--- src/rtl/core/mtf_pkg.sv ---
// Shared constants, types and controller state codes for the move-to-front codec.
`timescale 1ns / 1ps

package mtf_pkg;

	// Symbol and position width.
	localparam int DATA_W = 8;

	// Default list depth.
	localparam int MTF_DEPTH = 256;

	// Width of the return word reduced from the cell row.
	localparam int RET_W = 1 + 2 * DATA_W;

	// Cells per first-level group of the return tree.
	localparam int TREE_GRP = 16;

	// Controller states, one-hot.
	typedef enum logic [2:0] {
		ST_IDLE = 3'b001,
		ST_WALK = 3'b010,
		ST_HOLD = 3'b100
	} mtf_state_t;

	// Report of the cell where the walk stopped; all zero from other cells.
	typedef struct packed {
		logic              found;
		logic [DATA_W-1:0] pos;
		logic [DATA_W-1:0] sym;
	} mtf_ret_t;

endpackage

--- src/rtl/core/mtf_cell.sv ---
// One list entry of the move-to-front row, with the walking token and carry stage.
`timescale 1ns / 1ps

module mtf_cell
	import mtf_pkg::*;
#(
	parameter int IDX  = 0,
	parameter bit LAST = 1'b0
) (
	input  logic              clk,
	input  logic              arst_n,
	input  logic              tok_in,     // token arrives from the previous cell
	input  logic [DATA_W-1:0] carry_in,   // old entry of the previous cell
	input  logic              self_carry, // take own entry as the carry
	input  logic              decode,
	input  logic [DATA_W-1:0] sym,
	input  logic [DATA_W-1:0] pos,
	input  logic              front_we,
	input  logic [DATA_W-1:0] front_sym,
	output logic              tok_out,
	output logic [DATA_W-1:0] carry_out,
	output mtf_ret_t          ret
);

	localparam logic [DATA_W-1:0] IDX_V = DATA_W'(IDX);

	logic [DATA_W-1:0] val_q;
	logic [DATA_W-1:0] carry_q;
	logic              tok_q;
	logic [DATA_W-1:0] carry_sel;
	logic              hit;
	logic              stop;

	// Decide whether the token ends here
	assign carry_sel = self_carry ? val_q : carry_in;
	assign hit       = decode ? (pos == IDX_V) : (val_q == sym);
	assign stop      = tok_in & (hit | LAST);

	// Take the carry, pass the token on unless it stops here
	always_ff @(posedge clk or negedge arst_n) begin
		if (!arst_n) begin
			val_q <= IDX_V;
			tok_q <= 1'b0;
		end else begin
			tok_q <= tok_in & ~stop;
			if (tok_in) begin
				val_q <= carry_sel;
			end else if (front_we) begin
				val_q <= front_sym;
			end
		end
	end

	// Hand the displaced entry to the next cell
	always_ff @(posedge clk) begin
		if (tok_in) begin
			carry_q <= val_q;
		end
	end

	assign tok_out   = tok_q;
	assign carry_out = carry_q;

	// Report position and old entry of the stopping cell
	assign ret.found = stop;
	assign ret.pos   = stop ? IDX_V : '0;
	assign ret.sym   = stop ? val_q : '0;

endmodule

--- config.mk ---
export PLATFORM = sky130hd
export DESIGN_NAME = mtf_cell
export DESIGN_NICKNAME = d
export VERILOG_FILES = /design/src/rtl/core/mtf_pkg.sv /design/src/rtl/core/mtf_cell.sv
export SDC_FILE = /design/constraint.sdc
export NUM_CORES = 1
export LEC_CHECK = 0
export BUFFER_PORTS_ARGS = -buffer_cell sky130_fd_sc_hd__buf_2
export CAP_MARGIN = 20
export CORE_MARGIN = 1.5
export CORE_UTILIZATION = 38
export CTS_CLUSTER_SIZE = 20
export DETAILED_ROUTE_END_ITERATION = 7
export GPL_ROUTABILITY_DRIVEN = 0
export PLACE_DENSITY = 0.74
export SKIP_CTS_REPAIR_TIMING = 1
export SYNTH_ARGS = -nofsm -noshare
export SYNTH_HDL_FRONTEND = slang
export SYNTH_SLANG_ARGS = --single-unit
--- constraint.sdc ---
create_clock -name clk -period 1.6 [get_ports clk]
set_input_delay 0.24 -clock clk [delete_from_list [all_inputs] [get_ports clk]]
set_output_delay 0.24 -clock clk [all_outputs]
set_load 0.05 [all_outputs]
# --- Word-level counts from Yosys, hierarchy flattened ---
# Index checks and enable logic that the tools add are counted.
totals:
  regBits: 17
  output_inout_bits: 26
  elab_cells: 16
  inputBits: 38
op_classes:
  n_reduce_logical: 3
  muxes: 5
  bitwise: 3
  eq_ne: 2
op_table:
  columns: ["op", "count"]
  rows:
  - ["$mux W8", 4]
  - ["$eq A8 B8 Y1", 1]
  - ["$logic_not A8 Y1", 1]
  - ["$and A1 B1 Y1", 2]
  - ["$ne A2 B2 Y1 const B", 1]
  - ["$reduce_and A2 Y1", 1]
  - ["$reduce_bool A2 Y1", 1]
  - ["$mux W1", 1]
  - ["$not A1 Y1", 1]

# --- Logic depth before layout (Yosys ltp) ---
# Gate-level depths: netlist of run 1.
logic_depth:
  word_depth: 5
  mapped_depth: 5

# --- Least setup slack after synthesis of run 1 ---
# No wires, ideal clock.
synth_path:
  kind: "register to output"
  from: "register val_q[0]"
  to: "output ret[0] in the netlist's numbering"
  slack_ns: -0.182
  n_path_buf: 0
  required_time_ns: 1.360
  path_stages_with_launch: 5
  t_arrival_ns: 1.542
  path_cell_list: "dfrtp_1 -> xor2_1 -> nor4_2 -> a32o_2 -> and2_1"
synth_lines:
  columns: ["item", "line_no", "rtl"]
  rows:
  - ["from (decl)", "mtf_cell.sv:27", "logic [DATA_W-1:0] val_q;"]
  - ["from (signal assigned)", "mtf_cell.sv:47", "val_q <= carry_sel;"]
  - ["from (signal assigned)", "mtf_cell.sv:49", "val_q <= front_sym;"]
  - ["to (decl)", "mtf_cell.sv:22", "output mtf_ret_t ret"]

==> flow_results.xml, run 1 <==
<?xml version="1.0" encoding="UTF-8"?>
<metrics>
  <group name="final_layout">
    <metric name="syn2layout_area_growth" unit="%">53.4</metric>
    <metric name="layout.cells.most_common" unit="">buf_2</metric>
    <metric name="post_route_cells_drive_above_1_share" unit="">0.541</metric>
    <metric name="nets" unit="">198</metric>
    <metric name="most_frequent_cells_in_the_layout" unit="">46 x buf_2, 13 x buf_4, 12 x nor2_1</metric>
    <metric name="diode_count" unit="">0</metric>
    <metric name="final_core_util" unit="">0.632</metric>
  </group>
  <group name="pwr">
    <metric name="static-leakage-power" unit="nW">0.692</metric>
    <metric name="powerDensity" unit="nW/µm²">782</metric>
    <metric name="power" unit="W">0.00112</metric>
    <metric name="vdd_drop_max" unit="µV">503</metric>
  </group>
  <group name="floorplan">
    <metric name="ioPinCount" unit="">64</metric>
    <metric name="core.rowCount" unit="">17</metric>
    <metric name="core" unit="µm²">2280</metric>
    <metric name="starting_density_of_the_core" unit="">0.412</metric>
    <metric name="die_height" unit="µm">52.7</metric>
    <metric name="dieArea" unit="µm²">2770</metric>
    <metric name="die_w" unit="µm">52.7</metric>
  </group>
  <group name="setup_path">
    <metric name="arrival" unit="ps">1830</metric>
    <metric name="critical_path.reg2reg.endpoint" unit="">tok_out$_DFF_PN0_</metric>
    <metric name="crit_required" unit="ps">1360</metric>
    <metric name="cp_slowest_cell" unit="">dfrtp_1</metric>
    <metric name="crit_path_cell_trace" unit="">xor2_1, nor4_2, a32o_2, and2_2, buf_8</metric>
    <metric name="setup.worst_path.start_class" unit="">flip-flop</metric>
    <metric name="regToRegStartpoint" unit="">val_q[2]$_DFFE_PN0P_</metric>
    <metric name="critPathMaxFanout" unit="">4</metric>
    <metric name="crit_path_category" unit="">flip-flop to output pin</metric>
    <metric name="reg2reg_slack" unit="ps">230</metric>
    <metric name="critical_path.endpoint_type" unit="">output pin</metric>
    <metric name="crit_path_max_incr_delay" unit="ps">390</metric>
    <metric name="timing.critical_path.max_delay_family" unit="">simple AND/OR/NAND/NOR gates</metric>
    <metric name="crit_path_buffers_inverters" unit="">1</metric>
    <metric name="worst_reg2reg_path_depth" unit="">5</metric>
  </group>
  <group name="clock_network">
    <metric name="cell_at_the_root_of_the_clock_tree" unit="">clkbuf_4</metric>
    <metric name="clk-insertion-delay-late" unit="ps">290</metric>
    <metric name="clkSlewWorstSetupHoldPaths" unit="ps">100</metric>
    <metric name="clkSinkCount" unit="">17</metric>
    <metric name="cts-buffers-inserted" unit="">3</metric>
    <metric name="clock_tree_from_tritoncts" unit="">yes</metric>
    <metric name="cts-htree-levels" unit="">1</metric>
    <metric name="clk_path_buf_depth" unit="">2</metric>
  </group>
  <group name="global_routing">
    <metric name="grt_pass1_wl" unit="µm">3110</metric>
    <metric name="track_usage" unit="">0.153</metric>
    <metric name="grt_start_max_net_pins" unit="">19</metric>
    <metric name="grt_overflow_total" unit="">0</metric>
    <metric name="antenna_found_initial" unit="">0</metric>
    <metric name="vias_in_the_first_global_route" unit="">724</metric>
  </group>
  <group name="yosys">
    <metric name="synth.yosys.seq_area_share" unit="">0.497</metric>
    <metric name="synth_top_area_frac" unit="">0.256</metric>
    <metric name="synth-adder-area-share" unit="">0</metric>
    <metric name="main_area_contributors_after_synthesis" unit="">edfxtp_1 26%, dfrtp_1 24%, xor2_1 7.5%, buf_4 7.2%, a211oi_1 5.6%</metric>
    <metric name="synth-xor-area-share" unit="">0.0748</metric>
    <metric name="synth.lib_cells_used.distinct" unit="">23</metric>
    <metric name="synthesis.instances" unit="">90</metric>
    <metric name="largest_family_of_logic_cells_by_synthesized_area" unit="">simple AND/OR/NAND/NOR gates</metric>
    <metric name="yosys_warnings" unit="">0</metric>
    <metric name="netlist_area" unit="µm²">937</metric>
    <metric name="synthMuxAreaShare" unit="">0.0360</metric>
    <metric name="yosys.area_share.simple" unit="">0.194</metric>
    <metric name="postSynthRegisterBits" unit="">17</metric>
    <metric name="netlist.top_cell.by_area" unit="">edfxtp_1</metric>
    <metric name="post_synthesis_average_cell_area" unit="µm²">10.4</metric>
    <metric name="synth-compound-area-share" unit="">0.101</metric>
  </group>
  <group name="sta">
    <metric name="post_route_clock_skew" unit="ps">6.04</metric>
    <metric name="post-route-period-util" unit="">1.30</metric>
    <metric name="setup_viol" unit="">9</metric>
    <metric name="unrepaired_setup_endpoints_after_global_routing" unit="">yes</metric>
    <metric name="post-route-worst-setup-slack" unit="ps">-473</metric>
    <metric name="final_hold_viol_count" unit="">0</metric>
    <metric name="post-route-min-period" unit="ps">2070</metric>
    <metric name="slew_violations" unit="">0</metric>
    <metric name="fmax" unit="MHz">482</metric>
  </group>
  <group name="drt">
    <metric name="wl_per_cell" unit="µm">12.4</metric>
    <metric name="dr_total_vias" unit="">881</metric>
    <metric name="antenna_left" unit="">0</metric>
    <metric name="initialDrtViolationCount" unit="">2</metric>
    <metric name="via_density" unit="">4.71</metric>
    <metric name="route.final.wire_length" unit="µm">2320</metric>
    <metric name="drt_pass1_iterations" unit="">3</metric>
    <metric name="drc" unit="">0</metric>
  </group>
  <group name="outcome">
    <metric name="outcome" unit="">finished with violations</metric>
    <metric name="violations" unit="">negative setup slack</metric>
  </group>
  <group name="place">
    <metric name="buffer_ports.inserted" unit="">55</metric>
    <metric name="dpl.hpwl" unit="µm">1800</metric>
  </group>
  <group name="worst_hold_path">
    <metric name="min_path_cells" unit="">3</metric>
    <metric name="timing.hold.worst.start" unit="">front_sym[1]</metric>
    <metric name="holdPathEnd" unit="">val_q[1]$_DFFE_PN0P_</metric>
    <metric name="hold_class" unit="">primary input to flip-flop</metric>
  </group>
  <group name="flow_run">
    <metric name="max_cap_viol_count" unit="">0</metric>
  </group>
</metrics>
[final cells by class]
type / count / area (µm²)
multi-input combinational: 67 / 438
clock buffer: 4 / 26.3
timing repair buffer: 69 / 465
tap: 28 / 35.0
fill: 179 / 838
inverter: 2 / 7.51
sequential: 17 / 465
[registers in the layout, summed over array words and instances (netlist names)]
register	count
tok_out	1
carry_out	8
val_q	8
[metal layers]
metal / wire length [µm] / global-route usage
met5: 0 / 0
met4: 27 / 0.0769
met3: 154 / 0.0143
met2: 1170 / 0.265
met1: 973 / 0.187
[worst register-to-register path: cells and delay by family (launching register included)]
kind / cells / cell delay [ps]
AO/OA/AOI/OAI: 1 / 70
flip-flops: 1 / 390
AND/OR/NAND/NOR: 1 / 380
XOR/XNOR: 1 / 150
buffers and inverters: 2 / 270
[kinds of logic after synthesis]
| family | Yosys count |
|---|---|
| AOI/OAI and AO/OA | 13 |
| xor gates and xnor gates | 8 |
| buffers and inverters | 14 |
| DFF | 17 |
| muxes | 3 |
| other | 1 |
| and+or+nand+nor | 34 |
[worst max-delay path by stage]
stage          slack [ps]                 start  endpoint  depth (start not counted)
3_5_place_dp         -220  val_q[0]$_DFFE_PN0P_    ret[1]                          5
3_3_place_gp         -150  val_q[0]$_DFFE_PN0P_    ret[3]                          5
5_1_grt              -590  val_q[2]$_DFFE_PN0P_    ret[2]                          5
2_1_floorplan         -50  val_q[0]$_DFFE_PN0P_    ret[0]                          4
4_1_cts              -550  val_q[0]$_DFFE_PN0P_    ret[1]                          5
6_report             -470  val_q[2]$_DFFE_PN0P_    ret[2]                          5
[cells in the mapped netlist, drive strengths merged]
cell type / count
inv: 2
a32o: 1
nor3: 9
conb: 1
nor2b: 2
edfxtp: 8
buf: 11
xor2: 8
nor2: 12
clkbuf: 1
a211oi: 7
dfrtp: 9
nor4: 2
o21a: 1
a311oi: 1
mux2i: 3
a21oi: 3
and4b: 1
and2: 8
[through the flow]
step                hold WS [ps]  setup WS, ps  cell area, µm²  std cells  setup TNS [ps]
CTS                         -219          -549            1320        184           -4750
global route                 217          -595            1440        187           -5050
global placement            96.7          -152            1290        180           -1230
finish                       211          -473            1440        187           -3990
detailed placement           100          -224            1290        180           -1820
floorplan                  -55.6         -53.3             973         97            -426
[power breakdown]
part / switching [W] / internal (W)
Combinational: 0.000227 / 0.000136
Sequential: 0.0000207 / 0.000508
Clock: 0.000135 / 0.0000971
Total: 0.000383 / 0.000741
Power figures use the tool's default switching activity.
==> run 2: changes to the inputs <==
--- a/config.mk
+++ b/config.mk
@@ -7,12 +7,14 @@
 export LEC_CHECK = 0
 export BUFFER_PORTS_ARGS = -buffer_cell sky130_fd_sc_hd__buf_2
 export CAP_MARGIN = 20
+export CELL_PAD_IN_SITES_DETAIL_PLACEMENT = 1
+export CELL_PAD_IN_SITES_GLOBAL_PLACEMENT = 1
 export CORE_MARGIN = 1.5
-export CORE_UTILIZATION = 38
+export CORE_UTILIZATION = 28
 export CTS_CLUSTER_SIZE = 20
 export DETAILED_ROUTE_END_ITERATION = 7
 export GPL_ROUTABILITY_DRIVEN = 0
-export PLACE_DENSITY = 0.74
+export PLACE_DENSITY_LB_ADDON = 0.1
 export SKIP_CTS_REPAIR_TIMING = 1
 export SYNTH_ARGS = -nofsm -noshare
 export SYNTH_HDL_FRONTEND = slang
==> run 2 against run 1 <==
  * Register-to-register slack worse by 20 ps
  * Die area up 34%
  * Clock power about the same
  * Final cell count rose by 9.6%
  * Total power is 0.80% higher
  * Critical endpoint is now ret[5]
  * Highest routed layer unchanged
  * Worst hold slack improved by 24 ps
  * Non-clock buffer count grew 2
  * The flow still finishes with violations (negative setup slack)
==> flow_results.xml, run 2 (synthesis gave the netlist of run 1 again) <==
<?xml version="1.0" encoding="UTF-8"?>
<metrics>
  <group name="sta">
    <metric name="final_hold_viol_count" unit="">0</metric>
    <metric name="post-route-worst-setup-slack" unit="ps">-497</metric>
    <metric name="post-route-min-period" unit="ps">2100</metric>
    <metric name="totalNegativeSetupSlack" unit="ps">-4220</metric>
    <metric name="post-route-period-util" unit="">1.31</metric>
    <metric name="slew_violations" unit="">0</metric>
    <metric name="setup_viol" unit="">9</metric>
    <metric name="fmax" unit="MHz">477</metric>
    <metric name="post_route_clock_skew" unit="ps">1.40</metric>
    <metric name="unrepaired_setup_endpoints_after_global_routing" unit="">yes</metric>
  </group>
  <group name="drt">
    <metric name="drc" unit="">0</metric>
    <metric name="route.final.wire_length" unit="µm">2780</metric>
    <metric name="via_density" unit="">4.47</metric>
    <metric name="initialDrtViolationCount" unit="">11</metric>
    <metric name="drt_pass1_iterations" unit="">2</metric>
    <metric name="dr_total_vias" unit="">916</metric>
    <metric name="wl_per_cell" unit="µm">13.5</metric>
    <metric name="antenna_left" unit="">0</metric>
  </group>
  <group name="place">
    <metric name="buffer_ports.inserted" unit="">55</metric>
    <metric name="place_worst_setup_slack" unit="ps">-225</metric>
    <metric name="dpl.hpwl" unit="µm">2170</metric>
  </group>
  <group name="global_routing">
    <metric name="track_usage" unit="">0.152</metric>
    <metric name="grt_overflow_total" unit="">0</metric>
    <metric name="grt_pass1_wl" unit="µm">4010</metric>
    <metric name="antenna_found_initial" unit="">0</metric>
    <metric name="grt_start_max_net_pins" unit="">20</metric>
    <metric name="vias_in_the_first_global_route" unit="">910</metric>
  </group>
  <group name="clock_network">
    <metric name="clk-insertion-delay-late" unit="ps">290</metric>
    <metric name="clk_path_buf_depth" unit="">2</metric>
    <metric name="cell_at_the_root_of_the_clock_tree" unit="">clkbuf_4</metric>
    <metric name="clkSlewWorstSetupHoldPaths" unit="ps">100</metric>
    <metric name="cts-buffers-inserted" unit="">3</metric>
    <metric name="cts-htree-levels" unit="">1</metric>
    <metric name="clkSinkCount" unit="">17</metric>
    <metric name="clock_tree_from_tritoncts" unit="">yes</metric>
  </group>
  <group name="final_layout">
    <metric name="diode_count" unit="">0</metric>
    <metric name="layout.cells.most_common" unit="">buf_2</metric>
    <metric name="most_frequent_cells_in_the_layout" unit="">46 x buf_2, 15 x buf_4, 12 x nor2_1</metric>
    <metric name="post_route_cells_drive_above_1_share" unit="">0.547</metric>
    <metric name="nets" unit="">200</metric>
    <metric name="syn2layout_area_growth" unit="%">57.5</metric>
  </group>
  <group name="setup_path">
    <metric name="critical_path.endpoint_type" unit="">output pin</metric>
    <metric name="crit_required" unit="ps">1360</metric>
    <metric name="critPathMaxFanout" unit="">5</metric>
    <metric name="setup.worst_path.start_class" unit="">flip-flop</metric>
    <metric name="crit_path_category" unit="">flip-flop to output pin</metric>
    <metric name="arrival" unit="ps">1860</metric>
  </group>
  <group name="outcome">
    <metric name="violations" unit="">negative setup slack</metric>
    <metric name="outcome" unit="">finished with violations</metric>
  </group>
  <group name="floorplan">
    <metric name="ioPinCount" unit="">64</metric>
    <metric name="die_height" unit="µm">60.9</metric>
    <metric name="dieArea" unit="µm²">3700</metric>
    <metric name="die_w" unit="µm">60.9</metric>
    <metric name="core" unit="µm²">3130</metric>
    <metric name="core.rowCount" unit="">20</metric>
    <metric name="starting_density_of_the_core" unit="">0.300</metric>
  </group>
  <group name="pwr">
    <metric name="static-leakage-power" unit="nW">0.704</metric>
    <metric name="powerDensity" unit="nW/µm²">767</metric>
    <metric name="power" unit="W">0.00113</metric>
    <metric name="vdd_drop_max" unit="µV">220</metric>
  </group>
  <group name="worst_hold_path">
    <metric name="hold_class" unit="">primary input to flip-flop</metric>
  </group>
  <group name="flow_run">
    <metric name="max_cap_viol_count" unit="">0</metric>
  </group>
</metrics>
## run 2: cell types whose count changed in the layout (fill, tap and decap cells not counted), sizes merged
cell	before	now
buf	68	70
## run 2: final cells by class
| type | instances | area, µm² |
|---|---|---|
| Timing Repair Buffer | 71 | 480 |
| Tap cell | 44 | 55.1 |
| Inverter | 2 | 7.51 |
| Sequential cell | 17 | 465 |
| Fill cell | 380 | 1650 |
| Clock buffer | 4 | 26.3 |
| Multi-Input combinational cell | 67 | 442 |
## run 2: metal layers
metal  global-route usage  vias up  wire length (µm)
li1                     -      451                 -
met1                0.182      423              1200
met2                0.261       38              1400
met3               0.0192        4               130
met4               0.0839        0                48
met5                    0        -                 0
## run 2: critical path: stages (launching register included)
cell and delay (ps):
dfrtp_1 400, xor2_1 150, nor4_2 390, a32o_2 300, and2_2 180, buf_8 140
## run 2: path summary, 6_finish.rpt
kind                       depth (start not counted)                     end  slack [ps]                 start
max reg2reg                                        5       tok_out$_DFF_PN0_         210  val_q[2]$_DFFE_PN0P_
min                                                3    val_q[3]$_DFFE_PN0P_         230           carry_in[3]
min reg2reg                                        1  carry_out[4]$_DFFE_PP_         600  val_q[4]$_DFFE_PN0P_
max in group asynchronous                          2    val_q[0]$_DFFE_PN0P_        1070                arst_n
min in group asynchronous                          2    val_q[7]$_DFFE_PN0P_         360                arst_n
max                                                5                  ret[5]        -500  val_q[2]$_DFFE_PN0P_
## run 2: stage by stage
stage                     hold slack [ps]  std cells   util  cell area, µm²
final                                 235        205  0.472            1480
after global routing                  262        205  0.472            1480
after CTS                            -223        202  0.433            1360
after detailed placement              105        198  0.425            1330
after global placement                103        198  0.425            1330
after floorplan                     -55.6         97      -             973
## run 2: power breakdown
group | switching (W) | internal [W]
Sequential | 0.0000206 | 0.000508
Combinational | 0.000234 | 0.000138
Clock | 0.000136 | 0.0000969
Total | 0.000390 | 0.000743
